File: config.mk
export PLATFORM = sky130hd
export DESIGN_NAME = sav_sqrt_cell
export DESIGN_NICKNAME = d
export VERILOG_FILES = /design/src/hdl/sav_sqrt_cell.sv
export SDC_FILE = /design/constraint.sdc
export NUM_CORES = 1
export LEC_CHECK = 0
export BUFFER_PORTS_ARGS = -buffer_cell sky130_fd_sc_hd__buf_2
export CAP_MARGIN = 10
export CELL_PAD_IN_SITES_DETAIL_PLACEMENT = 1
export CELL_PAD_IN_SITES_GLOBAL_PLACEMENT = 1
export CORE_MARGIN = 2
export CORE_UTILIZATION = 37
export CTS_CLUSTER_DIAMETER = 40
export DETAILED_ROUTE_END_ITERATION = 10
export PLACE_DENSITY_LB_ADDON = 0.08
export SYNTH_ARGS = -nofsm -noshare
export SYNTH_HDL_FRONTEND = slang
export SYNTH_SLANG_ARGS = --single-unit
File: constraint.sdc
create_clock -name clk_i -period 1 [get_ports clk_i]
set_input_delay 0.15 -clock clk_i [delete_from_list [all_inputs] [get_ports clk_i]]
set_output_delay 0.15 -clock clk_i [all_outputs]
set_load 0.02 [all_outputs]
File: src/hdl/sav_sqrt_cell.sv
// one digit step of the integer square root chain
`timescale 1ns / 1ps
module sav_sqrt_cell #(
  parameter int unsigned RW = 25
) (
  input  logic            clk_i,
  input  logic            rst_ni,
  input  logic            en_i,
  input  logic [2*RW-1:0] rad_i,
  input  logic [RW+1:0]   rem_i,
  input  logic [RW-1:0]   root_i,
  output logic [2*RW-1:0] rad_o,
  output logic [RW+1:0]   rem_o,
  output logic [RW-1:0]   root_o
);
  logic [RW+3:0]   r2;
  logic [RW+3:0]   trial;
  logic            ge;
  logic [2*RW-1:0] rad_d;
  logic [RW+1:0]   rem_d;
  logic [RW-1:0]   root_d;

  always_comb begin
    r2     = {rem_i, rad_i[2*RW-1 -: 2]};
    trial  = (RW+4)'({root_i, 2'b01});
    ge     = (r2 >= trial);
    rem_d  = ge ? (RW+2)'(r2 - trial) : (RW+2)'(r2);
    root_d = {root_i[RW-2:0], ge};
    rad_d  = {rad_i[2*RW-3:0], 2'b00};
  end

  always_ff @(posedge clk_i or negedge rst_ni) begin
    if (!rst_ni) begin
      rad_o  <= '0;
      rem_o  <= '0;
      root_o <= '0;
    end else if (en_i) begin
      rad_o  <= rad_d;
      rem_o  <= rem_d;
      root_o <= root_d;
    end
  end
endmodule

; ---- Word level (Yosys, flattened, before mapping)
; Index checks and enable logic that the tools add are counted.
[word_totals]
register_bits = 100
inputBits = 105
out_inout_bits = 102
wordCells = 6
[op_classes]
addsub = 1
n_lt_le_gt_ge = 1
n_mux = 1
[op_table]
columns = operator, n
row1 = $ge A29 B27 Y1, 1
row2 = $mux W27, 1
row3 = $sub A27 B27 Y27, 1

; ---- Depth between registers and ports, before layout
; Gate-level depths: netlist (run 1).
[logic_depth]
ltp_word = 2
mapped_depth = 12
ltp_nobuf = 10

; ---- Least setup slack after synthesis (run 1)
; No wires, ideal clock.
[synth_path]
path_kind = input to register
from = in root_i[1]
to = reg rem_o[11]
setup_time_ns = 0.137
arrival_ns = 2.314
t_required_ns = 0.863
path_slack_ns = -1.450
path_stages = 11
n_path_buf = 1
path_cell_list = inv_1 > ha_1 > nor3_1 > a2111o_1 > a311oi_1 > o2111ai_1 > a31o_2 > a21oi_4 > buf_6 > mux2i_1 > a21oi_1
[synth_via]
elab_chain_len = 2
word_cells_on_any_way = 3
classes_between = 1 x add/sub / 1 x order compare / 1 x mux
[synth_rtl]
columns = element, line_no
row1 = start: declaration, 11  ; input logic [RW-1:0] root_i,
row2 = $sub A27 B27 Y27 / $ge A29 B27 Y1 (equally long branches), "27, 26"
row3 = $mux W27 *, 27  ; rem_d = ge ? (RW+2)'(r2 - trial) : (RW+2)'(r2);
row4 = end signal: assignment, 39  ; rem_o <= rem_d;
row5 = end: declaration, 13  ; output logic [RW+1:0] rem_o,
; Mark *: on every way between the ends. The rest lies on a longest branch, timed or not.
; A chain may end at the register's enable or synchronous reset.

; ---- Worst setup path in the final report (run 1)
[layout_path]
from = in root_i[0]
to = reg rem_o[14]
; The elaborated chain is that of the path after synthesis.

==> results of run 1 <==
[area by class of cell]
cell class                      instances  area (um2)  share of cell area, %
Multi-Input combinational cell        354        2930                   32.3
Timing Repair Buffer                  354        2950                   32.5
Tap cell                              184         230                   2.54
Sequential cell                       100        2500                   27.6
Clock inverter                          7        67.6                  0.745
Clock buffer                            9         225                   2.48
Inverter                               39         171                   1.89
[state kept, by name, summed over array words and instances (netlist names)]
name    flops
rad_o      48
rem_o      27
root_o     25
[metal layers]
metal / GRT usage, % / up-vias / wire (um)
met5: 0 / - / 0
met4: 7.11 / 0 / 328
met3: 6.33 / 26 / 1140
met2: 42.3 / 141 / 9620
met1: 26.8 / 2590 / 7280
li1: - / 2510 / -
[power by group through the flow]
stage / registers [mW] / clock network [mW] / logic (mW)
2_1_floorplan: 5.55 / 0 / 1.66
3_3_place_gp: 4.89 / 0 / 3.97
3_5_place_dp: 4.92 / 0 / 4.11
4_1_cts: 4.97 / 3.63 / 5.02
5_1_grt: 5.03 / 3.80 / 5.68
6_report: 4.97 / 3.55 / 5.27
[worst max-delay path by stage]
| stage | endpoint | slack (ns) | cells past startpoint |
|---|---|---|---|
| CTS | rem_o[14]$_DFFE_PN0P_ | -1.28 | 13 |
| detailed placement | rem_o[14]$_DFFE_PN0P_ | -1.75 | 12 |
| finish | rem_o[14]$_DFFE_PN0P_ | -1.25 | 13 |
| global placement | rem_o[1]$_DFFE_PN0P_ | -1.68 | 12 |
| floorplan | rem_o[11]$_DFFE_PN0P_ | -1.30 | 11 |
| global route | rem_o[14]$_DFFE_PN0P_ | -1.31 | 13 |
[critical path, delay by kind of cell]
kind                       cells  cell delay, ns
buffers and inverters          4            0.38
muxes                          1            0.21
AOI/OAI and AO/OA              7            1.47
adders and majority gates      1            0.26
[per-stage QoR]
step | setup TNS [ns] | std cells
after global routing | -41.68 | 1047
final | -36.72 | 1047
after detailed placement | -49.76 | 981
after floorplan | -36.23 | 517
after global placement | -47.14 | 981
after CTS | -38.69 | 1027
[placed cells by master (no fill, tap or decap), types with 3 or more instances in the layout]
master,netlist,final
nand4_1,3,3
ha_1,27,20
xnor2_1,17,17
nand3_1,9,8
o21ai_1,5,6
buf_2,1,92
inv_4,0,3
inv_1,39,33
buf_6,2,110
nand2_1,27,26
inv_6,0,4
nor4_1,4,3
a211oi_1,3,3
a21oi_1,46,46
buf_4,2,141
buf_8,0,4
and2_1,4,3
dfrtp_1,100,100
mux2_2,74,73
a21o_1,10,10
nor2b_1,3,3
clkbuf_16,0,9
nor3_1,4,3
o21a_1,4,4
buf_12,0,6
xor2_1,4,4
ha_4,0,6
nor2_1,32,31
mux2i_1,22,21
o21ai_0,16,14
[cells by family (layout without fill, tap and decap cells)]
group | after synthesis | count (layout) | share of synthesized area [%]
xor gates and xnor gates | 21 | 21 | 3.35
AOI/OAI and AO/OA | 114 | 114 | 13.2
adders and majority gates | 27 | 27 | 6.15
DFF | 100 | 100 | 45.5
and+or+nand+nor | 94 | 94 | 7.81
other | 1 | 2 | 0.0682
buffers and inverters | 63 | 409 | 4.73
muxes | 96 | 96 | 19.2
[timing repair]
action                                  in CTS  in global routing
pin swaps                                   12                 19
setup buffers                               29                 21
cloned                                       1                  0
hold buffers                                 1                  0
endpoints found under the hold margin      100                  0
gates resized for setup                    223                 33
endpoints found under the setup margin     128                128
==> flow_metrics.py, run 1 <==
metrics = {
    "place": {
        "placed_cell_area_um2": 7580,
        "hpwlAfterDp_um": 13400,
        "routabilityCongestion": 0.840,
        "port_buffers": 204,
        "post-place-ws_ns": -1.75,
    },
    "run_status": {
        "violations": "negative setup slack",
        "status": "finished, violations left",
    },
    "logic_synthesis": {
        "synth_seq_cells": 100,
        "synth_commonest_cells": "100 x dfrtp_1, 74 x mux2_2, 46 x a21oi_1",
        "ys_async_sr_fraction_pct": 100,
        "syn_avg_cell_area_um2": 10.7,
        "synth_largest_area_cell": "dfrtp_1",
        "ys_seq_area_share_pct": 45.5,
        "syn-instance-count": 516,
        "synth_area_leaders": "dfrtp_1 46%, mux2_2 15%, ha_1 6.1%",
        "synthFlopType": "dfrtp_1",
        "synth.top_cell.area_share_pct": 45.5,
        "ys_warn_count": 0,
        "synth_edf_count": 0,
        "synth.distinct_cells": 51,
        "netlist_area_um2": 5500,
        "yosysMostFrequentCell": "dfrtp_1",
    },
    "power_and_ir_drop": {
        "switching_share_pct": 33.4,
        "clockPowerShare_pct": 25.8,
        "totalPowerFinal_mw": 13.8,
        "p_sw_mw": 4.61,
        "power_density_nw_per_um2": 1520,
        "seqPwrFrac_pct": 36.0,
        "worst_ir_drop_vdd_mv": 0.950,
        "p_int_mw": 9.18,
        "power_frac_comb_pct": 38.2,
        "p_leak_nw": 4.48,
    },
    "floorplan": {
        "start_util_pct": 37.8,
        "coreArea_um2": 14500,
        "rows": 44,
        "dieHeight_um": 126,
        "dieArea_um2": 15800,
        "pin_count": 207,
        "die_x_um": 126,
    },
    "layout": {
        "fin_util_pct": 62.4,
        "fillers": 1563,
        "antennaDiodeCount": 0,
        "drive_gt1_share_pct": 55.2,
        "layout.nets": 990,
        "area.growth.synth_to_final_pct": 65.1,
        "final_area_um2": 9070,
    },
    "timing": {
        "skew_ns": 0,
        "relSlewSlack_pct": 64.4,
        "finalWorstSetupSlack_ns": -1.25,
        "finalCritPeriodShare_pct": 225,
        "layout_min_cycle_time_ns": 2.25,
        "whs_ns": 0.0146,
        "finalHoldViolCount": 0,
        "finalSetupViolCount": 131,
        "fmax_mhz": 444,
        "rsz0062_at_grt": "yes",
        "tightestPinTransition_ns": 0.531,
        "finalMaxSlewViolations": 0,
    },
    "grt": {
        "grt_first_pass_wirelength_um": 29900,
        "grt_use_total_pct": 23.3,
        "grt_start_max_net_pins": 48,
        "antenna_found_initial": 0,
        "grt_pass1_vias": 5979,
        "overflow": 0,
    },
    "worst_hold_path": {
        "holdCritStartpoint": "root_i[1]",
        "hold_end": "root_o[2]$_DFFE_PN0P_",
        "hp-class": "in -> reg",
        "hold_depth": 2,
    },
    "detailed_routing": {
        "via_per_inst": 5.03,
        "ant_nets": 0,
        "wl_per_cell_um": 17.5,
        "dr.pass1.iters": 4,
        "drc_errors": 0,
        "drt_wl_total_um": 18400,
        "initialDrtViolationCount": 143,
        "vias": 5267,
    },
    "worst_setup_path": {
        "r2r-end": "rad_o[16]$_DFFE_PN0P_",
        "end_kind": "flip-flop",
        "r2r_cells": 3,
        "crit_type": "in -> reg",
        "arrival_ns": 2.49,
        "crit_path_max_incr_delay_ns": 0.41,
        "path_cells": "buf_8 -> inv_4 -> ha_4 -> o21ai_4 -> a2111o_1 -> a311oi_2 -> o2111ai_2 -> a31o_2 -> a21oi_4 -> buf_6 -> buf_12 -> mux2i_2 -> a21oi_1",
        "crit_path_max_fanout": 8,
        "required_ns": 1.24,
        "slowest_stage": "a2111o_1",
        "critPathLaunchType": "input pin",
        "crit_start": "root_i[0]",
        "r2r_slack_ns": -0.03,
        "r2r_start": "rad_o[16]$_DFFE_PN0P_",
    },
    "clocking": {
        "insertion_delay_ns": 0.35,
        "cts_tree": "built",
        "cts_root_buf": "clkbuf_16",
        "cts_buffers": 9,
        "clk_path_buf_depth": 2,
        "htree_levels": 3,
        "cts.sinks": 100,
        "clkTransAtPathRegs_ns": 0.09,
    },
    "flow_run": {
        "max_cap_violations": 0,
    },
}
Note: power is estimated with default switching activity, not from simulation.
==> run 2: changes to the inputs <==
--- a/config.mk
+++ b/config.mk
@@ -10,10 +10,11 @@
 export CELL_PAD_IN_SITES_DETAIL_PLACEMENT = 1
 export CELL_PAD_IN_SITES_GLOBAL_PLACEMENT = 1
 export CORE_MARGIN = 2
-export CORE_UTILIZATION = 37
+export CORE_UTILIZATION = 30
 export CTS_CLUSTER_DIAMETER = 40
 export DETAILED_ROUTE_END_ITERATION = 10
-export PLACE_DENSITY_LB_ADDON = 0.08
+export GPL_ROUTABILITY_DRIVEN = 0
+export PLACE_DENSITY_LB_ADDON = 0.1
 export SYNTH_ARGS = -nofsm -noshare
 export SYNTH_HDL_FRONTEND = slang
 export SYNTH_SLANG_ARGS = --single-unit
==> run 2 against run 1 <==
Net effect:
- the flow still finishes with violations (negative setup slack)
- register-to-register slack about the same
- wire length decreased by 2.4%
- power down 0.60%
- die area is 23% higher
- combinational power is essentially flat
- largest cell class is now multi-input gates
- non-clock buffer count is 7 lower
- cell count is 3.6% higher
- largest power group unchanged
- critical path depth is 1 lower
- clock skew is the same
- sequential cell count unchanged
==> flow_metrics.py, run 2 (synthesis gave the netlist of run 1 again) <==
metrics = {
    "worst_setup_path": {
        "required_ns": 1.22,
        "crit_path_max_fanout": 15,
        "end_kind": "flip-flop",
        "critPathLaunchType": "input pin",
        "arrival_ns": 2.47,
        "r2r_slack_ns": -0.02,
        "crit_type": "in -> reg",
    },
    "power_and_ir_drop": {
        "clockPowerShare_pct": 25.3,
        "power_density_nw_per_um2": 1500,
        "p_sw_mw": 4.53,
        "power_frac_comb_pct": 38.5,
        "worst_ir_drop_vdd_mv": 0.816,
        "p_int_mw": 9.18,
        "p_leak_nw": 4.47,
        "switching_share_pct": 33.0,
        "seqPwrFrac_pct": 36.2,
    },
    "floorplan": {
        "dieHeight_um": 139,
        "coreArea_um2": 18000,
        "rows": 49,
        "pin_count": 207,
        "die_x_um": 139,
        "start_util_pct": 30.6,
        "dieArea_um2": 19400,
    },
    "grt": {
        "grt_pass1_vias": 5788,
        "grt_use_total_pct": 18.5,
        "antenna_found_initial": 1,
        "grt_start_max_net_pins": 51,
        "overflow": 0,
        "grt_first_pass_wirelength_um": 29200,
    },
    "layout": {
        "final_cell_mix": "130 x buf_4, 112 x buf_6, 100 x dfrtp_1",
        "drive_gt1_share_pct": 55.5,
        "final_common_cell": "buf_4",
        "largest_reg_flops": 48,
        "area.growth.synth_to_final_pct": 66.6,
        "layout.nets": 983,
        "antennaDiodeCount": 0,
        "final_area_um2": 9160,
        "fin_util_pct": 51.0,
        "regMostFlops": "rad_o",
        "largestRegisters": "rad_o: 48 flops, rem_o: 27 flops, root_o: 25 flops",
    },
    "detailed_routing": {
        "via_per_inst": 4.78,
        "drc_errors": 0,
        "ant_nets": 0,
        "drt_wl_total_um": 17900,
        "vias": 5181,
        "dr.pass1.iters": 4,
        "wl_per_cell_um": 16.5,
        "initialDrtViolationCount": 139,
    },
    "timing": {
        "skew_ns": 0,
        "fmax_mhz": 445,
        "finalSetupViolCount": 129,
        "finalMaxSlewViolations": 0,
        "rsz0062_at_grt": "yes",
        "layout_min_cycle_time_ns": 2.25,
        "finalHoldViolCount": 0,
        "finalCritPeriodShare_pct": 225,
        "finalWorstSetupSlack_ns": -1.25,
    },
    "worst_hold_path": {
        "hp-class": "in -> reg",
    },
    "clocking": {
        "cts_tree": "built",
        "clkTransAtPathRegs_ns": 0.08,
        "insertion_delay_ns": 0.35,
        "htree_levels": 3,
        "cts_buffers": 9,
        "cts_root_buf": "clkbuf_16",
        "clk_path_buf_depth": 2,
        "cts.sinks": 100,
    },
    "place": {
        "hpwlAfterDp_um": 13300,
        "placed_cell_area_um2": 7690,
        "port_buffers": 204,
    },
    "run_status": {
        "violations": "negative setup slack",
        "status": "finished, violations left",
    },
    "flow_run": {
        "max_cap_violations": 0,
    },
}
run 2: power groups by stage:
stage,logic [mW],clock network [mW],registers [mW]
after CTS,5.02,3.61,4.96
after detailed placement,4.12,0,4.91
after floorplan,1.66,0,5.55
after global placement,4.03,0,4.88
after global routing,5.69,3.77,5.03
final,5.28,3.47,4.96
run 2: critical path, cell delays in order:
cell and delay [ns]:
buf_8 0.08, inv_4 0.03, ha_4 0.27, nand3_4 0.07
a2111o_1 0.42, a311oi_2 0.28, o2111ai_2 0.15, a31o_2 0.25
a21oi_4 0.25, buf_12 0.21, mux2i_1 0.22, a21oi_1 0.08
run 2: final timing paths:
kind / start / endpoint / cells after the start
worst max register to register: rad_o[12]$_DFFE_PN0P_ / rad_o[12]$_DFFE_PN0P_ / 3
worst max-delay path: root_i[5] / rem_o[11]$_DFFE_PN0P_ / 12
worst min register to register: rad_o[7]$_DFFE_PN0P_ / rad_o[7]$_DFFE_PN0P_ / 1
worst min-delay path: root_i[2] / root_o[3]$_DFFE_PN0P_ / 2
max in group asynchronous: rst_ni / rad_o[19]$_DFFE_PN0P_ / 3
min in group asynchronous: rst_ni / root_o[4]$_DFFE_PN0P_ / 2
run 2: through the flow:
| stage | hold slack (ns) | std cells | setup TNS (ns) | setup WS (ns) | total power, mW |
|---|---|---|---|---|---|
| global route | 0.0105 | 1085 | -42.42 | -1.33 | 14.5 |
| floorplan | -0.146 | 517 | -36.23 | -1.30 | 7.21 |
| global placement | 0.0232 | 1031 | -48.22 | -1.72 | 8.91 |
| CTS | 0.00809 | 1066 | -40.37 | -1.30 | 13.6 |
| detailed placement | 0.0190 | 1031 | -50.84 | -1.78 | 9.03 |
| finish | 0.0191 | 1085 | -36.68 | -1.25 | 13.7 |
run 2: cell type report:
| class | instances | area, um2 |
|---|---|---|
| clock buffers | 10 | 229 |
| fillers | 1958 | 8800 |
| flip-flops and latches | 100 | 2500 |
| inverters | 39 | 169 |
| clock inverters | 6 | 56.3 |
| well taps | 229 | 287 |
| repair buffers | 347 | 2940 |
| multi-input cells | 354 | 2980 |
run 2: layer usage:
metal  routed length, um  up-vias  GRT usage (%)
li1                    -     2496              -
met1                7130     2536           21.6
met2                9470      133           33.4
met3                1170       14           5.68
met4                 142        2           4.15
met5                  13        -              0
run 2: repair_timing:
item                                    CTS  global route
pin swaps                                12            14
gates resized for setup                 235            33
cloned                                    1             0
endpoints found under the setup margin  128           128
hold buffers                              1             0
setup buffers                            17            20
hold endpoints to repair                100             0
