`src/hdl/sav_div_cell.sv`:
```
// one quotient bit of a restoring divider chain
`timescale 1ns / 1ps
module sav_div_cell #(
  parameter int unsigned DW = 16,
  parameter int unsigned QB = 23
) (
  input  logic          clk_i,
  input  logic          rst_ni,
  input  logic          en_i,
  input  logic [DW-1:0] rem_i,
  input  logic [QB-1:0] low_i,
  input  logic [QB-1:0] quo_i,
  input  logic [DW-1:0] div_i,
  output logic [DW-1:0] rem_o,
  output logic [QB-1:0] low_o,
  output logic [QB-1:0] quo_o,
  output logic [DW-1:0] div_o
);
  logic [DW:0] r2;
  logic        ge;

  always_comb begin
    r2 = {rem_i, low_i[QB-1]};
    ge = (r2 >= {1'b0, div_i});
  end

  always_ff @(posedge clk_i or negedge rst_ni) begin
    if (!rst_ni) begin
      rem_o <= '0;
      low_o <= '0;
      quo_o <= '0;
      div_o <= '0;
    end else if (en_i) begin
      rem_o <= ge ? DW'(r2 - {1'b0, div_i}) : DW'(r2);
      low_o <= {low_i[QB-2:0], 1'b0};
      quo_o <= {quo_i[QB-2:0], ge};
      div_o <= div_i;
    end
  end
endmodule

```
`config.mk`:
```
export PLATFORM = sky130hd
export DESIGN_NAME = sav_div_cell
export DESIGN_NICKNAME = d
export VERILOG_FILES = /design/src/hdl/sav_div_cell.sv
export SDC_FILE = /design/constraint.sdc
export NUM_CORES = 1
export LEC_CHECK = 0
export ABC_AREA = 1
export ABC_CLOCK_PERIOD_IN_PS = 800
export BUFFER_PORTS_ARGS = -buffer_cell sky130_fd_sc_hd__buf_4
export CORE_MARGIN = 2
export CORE_UTILIZATION = 40
export CTS_BUF_LIST = sky130_fd_sc_hd__clkbuf_4 sky130_fd_sc_hd__clkbuf_8
export DETAILED_ROUTE_END_ITERATION = 6
export PLACE_DENSITY = 0.64
export SLEW_MARGIN = 0
export SYNTH_ARGS = -nofsm -noshare
export SYNTH_HDL_FRONTEND = slang
export SYNTH_SLANG_ARGS = --single-unit
```
`constraint.sdc`:
```
create_clock -name clk_i -period 0.8 [get_ports clk_i]
set_input_delay 0.04 -clock clk_i [delete_from_list [all_inputs] [get_ports clk_i]]
set_output_delay 0.04 -clock clk_i [all_outputs]
set_load 0.05 [all_outputs]
```
### After elaboration in Yosys (flattened, before gate mapping)

Cells that the tools add are included.

* add/subtract/negate cells: 1
* magnitude comparators: 1
* muxes and demuxes: 1

Operators by type and width (count)
* $ge A17 B16 Y1: 1
* $mux W16: 1
* $sub A16 B16 Y16: 1

* register bits: 77
* input bits: 81
* output and inout bits: 78
* word-level logic and storage cells: 7

### Logic depth before layout (Yosys ltp)

Gate-level depths: netlist of the first run.

* word-level depth: 2
* depth in mapped cells: 14

### Worst setup path before layout of the first run

OpenSTA, ideal clock, no wires.

* kind: input to register
* start: input low_i[22]
* end: register rem_o[8]
* data arrival time: 1.352 ns
* data required time: 0.682 ns
* path slack: -0.670 ns
* cell stages on the path: 11
* path buffers: 0
* cells stage by stage: inv_1 -> ha_1 -> fa_1 -> o21bai_1 -> nand3_1 -> nand2_1 -> nand2_1 -> nand2_1 -> nand2_1 -> nand3_1 -> nand2_1

* cells in the longest elaborated chain, start to end: 2

RTL lines
* from (decl): RTL line 11 `input logic [QB-1:0] low_i,`
* $sub A16 B16 Y16 / $ge A17 B16 Y1 (equally long branches): RTL line 34, 24
* $mux W16 (*): RTL line 34 `rem_o <= ge ? DW'(r2 - {1'b0, div_i}) : DW'(r2);`
* to (signal assigned): RTL line 34
* to (decl): RTL line 14 `output logic [DW-1:0] rem_o,`

Every way passes the cells marked *; elsewhere a longest branch is shown, timed or not.
A chain may end at the register's enable or synchronous reset.

### Worst setup path after layout of the first run

* start: input div_i[10]
* end: register rem_o[7]

* cells in the longest elaborated chain, start to end: 2

RTL lines
* from (decl): RTL line 13 `input logic [DW-1:0] div_i,`
* $ge A17 B16 Y1: RTL line 24 `ge = (r2 >= {1'b0, div_i});`
* $mux W16: RTL line 34

Every way passes these cells.

==> results of run 1 <==
-- timing repair --
item / in CTS / in global routing
hold buffers: 61 / 0
endpoints found under the hold margin: 136 / 0
resized for setup: 101 / 14
setup endpoints to repair: 94 / 95
setup buffers: 17 / 12
pin swaps: 10 / 11
cloned: 0 / 0
-- registers in the layout, summed over array words and instances (netlist names) --
signal and flops:
quo_o 23, div_o 16, low_o 22, rem_o 16
-- routing by layer --
metal | global-route usage, % | routed length [µm]
met1 | 31.73 | 6023
met2 | 43.94 | 7464
met3 | 4.280 | 890
met4 | 8.700 | 316
met5 | 0 | 0
-- power by group --
part	switching [mW]	internal, mW
clock network	1.40	1.42
registers	0.326	4.36
logic	3.29	2.51
total	5.02	8.29
-- tightest hold or removal path, delay by kind of cell --
family | cells | cell delay [ns]
simple gates | 3 | 0.21
buf+inv | 1 | 0.09
-- per-stage QoR --
| stage | utilization, % | area [µm²] |
|---|---|---|
| floorplan | - | 4726 |
| global placement | 61.19 | 6374 |
| detailed placement | 61.19 | 6374 |
| CTS | 73.78 | 7685 |
| global route | 75.00 | 7812 |
| finish | 75.00 | 7812 |
-- kinds of logic after synthesis --
family / after synthesis / share of synthesized area (%)
fa+ha+maj: 17 / 5.093
other cells: 1 / 0.08672
buf+inv: 83 / 7.899
flops: 77 / 44.56
simple gates: 371 / 38.43
compound gates: 23 / 2.720
xor+xnor: 6 / 1.215
-- final cells by class --
type,count,area [µm²],share of cell area (%)
timing repair buffer,292,2775,35.52
multi-input combinational,418,2399,30.70
sequential,77,2002,25.62
inverter,62,275.3,3.523
clock buffer,13,172.7,2.210
tap,136,170.2,2.178
clock inverter,3,18.77,0.2402
-- Yosys cell counts --
cell type and number:
sky130_fd_sc_hd__buf_4 3, sky130_fd_sc_hd__nand3b_4 1, sky130_fd_sc_hd__nand2_4 2, sky130_fd_sc_hd__nand3_2 9
sky130_fd_sc_hd__ha_1 16, sky130_fd_sc_hd__a21oi_1 6, sky130_fd_sc_hd__o21bai_1 1, sky130_fd_sc_hd__nor2_4 3
sky130_fd_sc_hd__nand4_1 2, sky130_fd_sc_hd__inv_1 54, sky130_fd_sc_hd__nand2_1 277, sky130_fd_sc_hd__and2_1 1
sky130_fd_sc_hd__inv_2 8, sky130_fd_sc_hd__dfrtp_1 77, sky130_fd_sc_hd__buf_12 1, sky130_fd_sc_hd__xor2_1 2
sky130_fd_sc_hd__xnor2_1 4, sky130_fd_sc_hd__fa_1 1, sky130_fd_sc_hd__nor2_1 15, sky130_fd_sc_hd__nand2_2 19
sky130_fd_sc_hd__nor3_1 3, sky130_fd_sc_hd__o21ai_0 16, sky130_fd_sc_hd__or2_2 1, sky130_fd_sc_hd__nand3_1 21
sky130_fd_sc_hd__nor3_4 1, sky130_fd_sc_hd__nor2_2 1, sky130_fd_sc_hd__clkbuf_1 15, sky130_fd_sc_hd__nand3b_1 15
sky130_fd_sc_hd__buf_2 2, sky130_fd_sc_hd__conb_1 1
-- how the worst min path moves through the flow --
stage                   from   endpoint  slack, ns  cells past startpoint
global route        rem_i[9]  rem_o[10]       0.03                      4
global placement      rst_ni  low_o[13]      -0.17                      1
detailed placement    rst_ni  low_o[13]      -0.17                      1
CTS                 rem_i[9]  rem_o[10]      0.005                      4
finish              rem_i[9]  rem_o[10]       0.03                      4
floorplan             rst_ni   div_o[0]      -0.26                      0
==> impl_summary.md, run 1 <==
Run status
The flow ran to the end, but the final reports show violations. The checks that failed: setup timing.

Logic synthesis
The number of nets handed over by synthesis was 676. In the post-synthesis netlist, the biggest area contributors are sky130_fd_sc_hd__dfrtp_1 (45%), sky130_fd_sc_hd__nand2_1 (24%), sky130_fd_sc_hd__inv_1 (4.7%). The synthesized design contains 77 register bits. Synthesis handed over a netlist of 578 instances. The biggest area contributor in the post-synthesis netlist is sky130_fd_sc_hd__dfrtp_1. Sequential elements use 44.56% of the synthesized area.

The number of synthesis warnings is 0. The post-synthesis instance area is 4324 µm². The fraction of post-synthesis cell area in the top cell type by area is 44.56%. Counting distinct cell types in the post-synthesis netlist gives 30. Averaged over all synthesized cells, the footprint is 7.481 µm².

Detailed routing
The detailed router placed 4702 vias in this run. The post-route DRC violation count is 0. The per-cell via count in the routed design is 4.697.

The first-pass detailed-route iteration total is 7. In this run the remaining antenna-violating nets after routing total 0. The routed design has 14.70 mm of wire. In this run, the number of DRC markers left after iteration 0 of detailed routing was 312. Dividing the detail-routed wire length by the instance count gives 14.68 µm.

CTS
Clock tree synthesis selected as its root buffer the cell sky130_fd_sc_hd__clkbuf_8. The TritonCTS clock tree is yes. The CTS H-tree depth is 3. The insertion delay of the later-clocked pin in the worst-skew pair is 0.35 ns. Clock tree synthesis found a total of 77 sinks. The number of buffers on the longest clock path is 2. The total clock buffers created by CTS is 9. Clock-pin slew was measured on the worst setup and hold paths at 0.07 ns.

Critical path
The worst register-to-register path begins at low_o[17]. By instance count, the cell type seen most on the critical path is sky130_fd_sc_hd__nand2_1. The launch point of the worst path is div_i[10]. The worst setup path category is primary input to register. The endpoint kind of the worst setup timing path is a register. The arrival time of the worst setup path is 1.44 ns.

The family with the most delay on the worst path is simple AND/OR/NAND/NOR gates. Following the worst setup path forward leads to its endpoint at rem_o[7]. The cell depth of the worst setup path is 14. The signal on the critical path passes through buf_8, inv_6, ha_4, nand2_2, nand2_2, nand2_1, nand2_1, nand2_1, nand2_2, nor2_4, buf_6, nand3b_1, nand3_2, nand2_1. The cell depth of the worst flop-to-flop path is 4. The setup slack on the worst flop-to-flop path is -0.08 ns. Of all nets on the critical path, the largest fanout is 8. The number of buffers and inverters on the critical path is 3. The worst flop-to-flop path endpoint is low_o[17]. The worst setup path is launched from a primary input. In this design, the stage delay of the slowest critical-path cell is 0.26 ns. The required time at the endpoint of the critical path is 1.04 ns. The slowest stage of the critical path belongs to the cell sky130_fd_sc_hd__ha_4.

Timing
The worst hold margin is 0.02802 ns. The hold violation total from the final report is 0. The number of max-slew violations in the final report is 0. Adding up every negative setup slack in the final design gives -18.24 ns. Once routing completed, OpenROAD measured the worst setup slack at -0.3995 ns. The final clock period utilization by the worst path is 149.9%. The maximum clock frequency is 833.7 MHz. The time the final worst path needs with I/O delays and setup is 1.199 ns. Setup violations remaining at the end of the flow were counted as 95.

Setup repair after global routing could not meet its margin everywhere. The setup clock skew after layout is 0 ns.

Final layout
The library cell used most frequently in the layout, excluding fill and tap cells, is sky130_fd_sc_hd__nand2_1. Leaving out fill and tap cells, the most frequent cells in the layout are sky130_fd_sc_hd__nand2_1 (256), sky130_fd_sc_hd__buf_4 (137), sky130_fd_sc_hd__buf_6 (84). The count of filler cells inserted in the layout is 739. The area growth from synthesis to layout is 80.67%. Cells with a size suffix above 1 make up 47.63% of the layout. The final cell count without fillers is 1001. The final-stage net count is 958. The number of antenna diodes in the final layout is 0.

GRT
The total overflow left after global routing is 0. Global routing consumed, over all layers together, 25.25% of the routing resources. The pin count of the biggest net entering global routing is 77. The initial antenna violation count is 0.

The number of global-route vias before repair is 4734. The first-pass GRT wire length is 22.98 mm.

Die
The site row count is 37. In this run the vertical extent of the chip is 108.0 µm. The area of the core is 10420 µm². The total I/O pin count is 159.

The starting utilization of the core area is 41.51%. The die footprint is 11660 µm². The chip width is 108.0 µm.

Placed design
Port buffering added 156 buffers. The final RePlAce weighted congestion is 0.9122. At the placement stage, the worst setup path has a slack of -0.8696 ns. Counting tap cells, the placed design contains a total of 895 instances.

The estimated wirelength of the detail-placed design is 10.03 mm.

Power and ir drop
Summed over all cells, the static leakage comes to 4.012 nW. The power density of the placed cells is 1703 nW/µm². The total power is 13.30 mW. The maximum ir drop on the vdd rail is 888.6 µV.

Run
The tool flagged a number of max-cap violations equal to 0.

Hold path
The path type of the worst min-delay path is primary input to register.
Power figures use the tool's default switching activity.
==> inputs of run 2 (changes only) <==
--- a/config.mk
+++ b/config.mk
@@ -6,13 +6,13 @@
 export NUM_CORES = 1
 export LEC_CHECK = 0
 export ABC_AREA = 1
-export ABC_CLOCK_PERIOD_IN_PS = 800
+export ABC_CLOCK_PERIOD_IN_PS = 1000
 export BUFFER_PORTS_ARGS = -buffer_cell sky130_fd_sc_hd__buf_4
 export CORE_MARGIN = 2
 export CORE_UTILIZATION = 40
 export CTS_BUF_LIST = sky130_fd_sc_hd__clkbuf_4 sky130_fd_sc_hd__clkbuf_8
 export DETAILED_ROUTE_END_ITERATION = 6
-export PLACE_DENSITY = 0.64
+export PLACE_DENSITY = 0.66
 export SLEW_MARGIN = 0
 export SYNTH_ARGS = -nofsm -noshare
 export SYNTH_HDL_FRONTEND = slang
==> constraint.sdc (replaced) <==
create_clock -name clk_i -period 1 [get_ports clk_i]
set_input_delay 0.05 -clock clk_i [delete_from_list [all_inputs] [get_ports clk_i]]
set_output_delay 0.05 -clock clk_i [all_outputs]
set_load 0.05 [all_outputs]
==> impl_summary.md, run 2 (synthesized netlist as in run 1, its figures left out) <==
CTS
The TritonCTS clock tree is yes. The number of sinks handled by clock tree synthesis is 77 (unchanged). The number of buffers on the longest clock path is 2 (unchanged). The quantity of hold-fixing buffers added after cts is 55 (-9.8%). The cell at the root of the clock tree is sky130_fd_sc_hd__clkbuf_8. The total clock buffers created by CTS came to 9 (unchanged).

The clock transition time at the flip-flop clock pins of the worst setup and hold paths is 0.08 ns (about the same). The CTS H-tree depth came to 3 (unchanged). The insertion delay of the later-clocked pin in the worst-skew pair came to 0.34 ns (about the same).

Die
The chip width was 108.0 µm (unchanged). The die height is 108.0 µm (unchanged). The site row count is 37 (unchanged). The total I/O pin count came to 159 (unchanged). The die footprint was 11660 µm² (unchanged).

The starting utilization of the core area was 41.51% (unchanged). The area of the core is 10420 µm² (unchanged).

Power and ir drop
The power density of the placed cells is 1381 nW/µm² (-19%). The maximum ir drop on the vdd rail came to 676.3 µV (-24%). The leakage power is 4.008 nW (-0.12%).

Timing
Setup repair after global routing could not meet its margin everywhere. The worst-case setup margin in the final layout was -0.2245 ns (+0.1749 ns). The number of max-slew violations in the final report was 0 (unchanged).

The hold violation total from the final report came to 1 (+1). The time the final worst path needs with I/O delays and setup is 1.225 ns. The count of final setup violators is 17 (-82%). Timing would allow up to 816.6 MHz. The final critical path takes up 122.5% of the cycle.

The worst hold margin was -0.02000 ns (-0.04803 ns). The setup clock skew after layout is 0 ns (unchanged).

Critical path
The end point of the critical path is rem_o[5]. The cell depth of the worst flop-to-flop path is 3 (-1). Walking the worst path, the cells encountered are buf_8, inv_6, ha_4, nand2_1, inv_2, nand2_2, nor3_4, nand2_4, nand2_8, buf_12, nand2_4, nand3_2, nand2_2.

The largest fanout of any net on the critical path is 8 (unchanged). The startpoint identified for the worst register-to-register timing path is quo_o[6]. The slowest stage of the critical path belongs to the cell sky130_fd_sc_hd__ha_4. The required time at the endpoint of the critical path is 1.24 ns (+0.20 ns). The family with the most delay on the worst path is simple AND/OR/NAND/NOR gates. The worst register-to-register path ends at quo_o[6]. The cell depth of the worst setup path is 13 (-1). Tracing the worst setup path back leads to its startpoint at div_i[10]. The setup slack on the worst flop-to-flop path is 0.18 ns (+0.26 ns). STA classifies the critical path startpoint as a primary input. The critical path is of the primary input to register type. The largest stage delay on the critical path was 0.29 ns (+0.03 ns). The endpoint kind of the worst setup timing path is a register. The number of buffers and inverters on the critical path came to 4 (+1). The arrival time of the worst setup path is 1.46 ns (+0.02 ns).

Placed design
The final RePlAce weighted congestion is 0.9410 (+3.2%). The post-place setup slack is -0.6181 ns (+0.2515 ns). The estimated wirelength of the detail-placed design is 10.20 mm (+1.7%). The count of buffers from port buffering is 156 (unchanged). The cell count after placement is 888 (-0.78%).

Final layout
Leaving out fill and tap cells, the most frequent cells in the layout are sky130_fd_sc_hd__nand2_1 (256), sky130_fd_sc_hd__buf_4 (128), sky130_fd_sc_hd__buf_6 (82). The synthesis-to-finish area growth is 75.90%. The final-stage net count came to 941 (-1.8%). The largest register by flop count is quo_o. Leaving out fill and tap cells, the most frequent cell in the layout is sky130_fd_sc_hd__nand2_1. The fraction of layout cells with a size suffix above 1 is 40.68% (-6.9 points).

In the final layout, the registers with the most flip-flops are quo_o (23), low_o (22). The count of filler cells inserted in the layout is 752 (+1.8%). The final cell count without fillers is 984 (-1.7%). The count of antenna diodes in the layout is 0 (unchanged). The number of flip-flops under the largest register name is 23 (unchanged).

GRT
The pin count of the biggest net entering global routing is 31 (-60%). The overall track demand over capacity in global routing is 24.99% (-0.26 points). The number of global-route vias before repair is 4642 (-1.9%). The total congestion overflow after global routing was 0 (unchanged). The first-pass GRT wire length is 22.86 mm (-0.54%). The initial antenna violation count is 0 (unchanged).

Detailed routing
The post-detailed-routing wire length is 15.08 mm (+2.6%). The detailed route wirelength on metal3 is 890 µm (unchanged). The number of violations reported at the end of detailed-routing iteration 0 was 380 (+22%). The wire length on met2 is 7.694 mm (+3.1%). The per-cell via count in the routed design is 4.837 (+3.0%). The post-detailed-route count of antenna-violating nets is 0 (unchanged).

The post-route DRC violation count was 0 (unchanged). The first-pass detailed-route iteration total is 5 (-2). The met1 wire length is 6.194 mm (+2.8%). The routed length per placed instance is 15.32 µm (+4.4%). The number of vias in the routed layout is 4760 (+1.2%). The detailed router used layers up to and including met4.

Run status
The final reports fail on hold timing, setup timing. The run finished, with violations left.

Hold path
The count of cells along the worst hold path is 3 (-1). The path type of the worst min-delay path is primary input to register.

Run
The number of maximum-capacitance violations is 0 (unchanged).
-- run 2: worst register-to-register path: stages (launching register included) --
cell                      delay [ns]
sky130_fd_sc_hd__dfrtp_1        0.40
sky130_fd_sc_hd__buf_4          0.15
sky130_fd_sc_hd__nand2_1        0.10
sky130_fd_sc_hd__nand2_1        0.06
-- run 2: where the power goes --
part | switching (mW) | internal [mW] | total [mW] | leakage (nW)
clock | 1.26 | 0.936 | 2.20 | 0.0881
combinational | 2.67 | 1.93 | 4.60 | 2.99
sequential | 0.261 | 3.45 | 3.71 | 0.933
total | 4.20 | 6.31 | 10.5 | 4.01
-- run 2: how the worst min path moves through the flow --
stage | endpoint | from | slack (ns)
after floorplan | div_o[0] | rst_ni | -0.25
after global placement | low_o[18] | rst_ni | -0.03
after detailed placement | low_o[18] | rst_ni | -0.03
after CTS | div_o[10] | div_i[10] | -0.04
after global routing | div_o[10] | div_i[10] | -0.03
final | div_o[10] | div_i[10] | -0.02
-- run 2: area by class of cell --
class                           instances  area (µm²)  area share [%]
Multi-Input combinational cell        418        2422           31.85
Timing Repair Buffer                  275        2630           34.58
Clock inverter                          7       57.56          0.7567
Inverter                               62       275.3           3.619
Sequential cell                        77        1927           25.33
Tap cell                              136       170.2           2.237
Clock buffer                            9       123.9           1.629
-- run 2: repair_timing --
item | CTS | global route
resized for setup | 55 | 66
hold endpoints to repair | 132 | 1
setup endpoints to repair | 54 | 87
pin swaps | 15 | 18
gates cloned | 1 | 0
setup buffers | 3 | 21
-- run 2: metrics by stage --
stage	power, mW	utilization [%]	cell area, µm²	TNS, ns
floorplan	6.137	-	4636	-5.058
global placement	7.538	59.96	6246	-9.340
detailed placement	7.588	59.96	6246	-9.852
CTS	10.16	69.25	7213	-2.987
global route	11.03	73.02	7606	-4.882
finish	10.50	73.02	7606	-3.145
-- run 2: layer usage --
layer  GRT usage [%]  up-vias
met3           4.822       30
li1                -     2299
met4           6.777        0
met2           44.47      170
met1           31.00     2261
met5               0        -
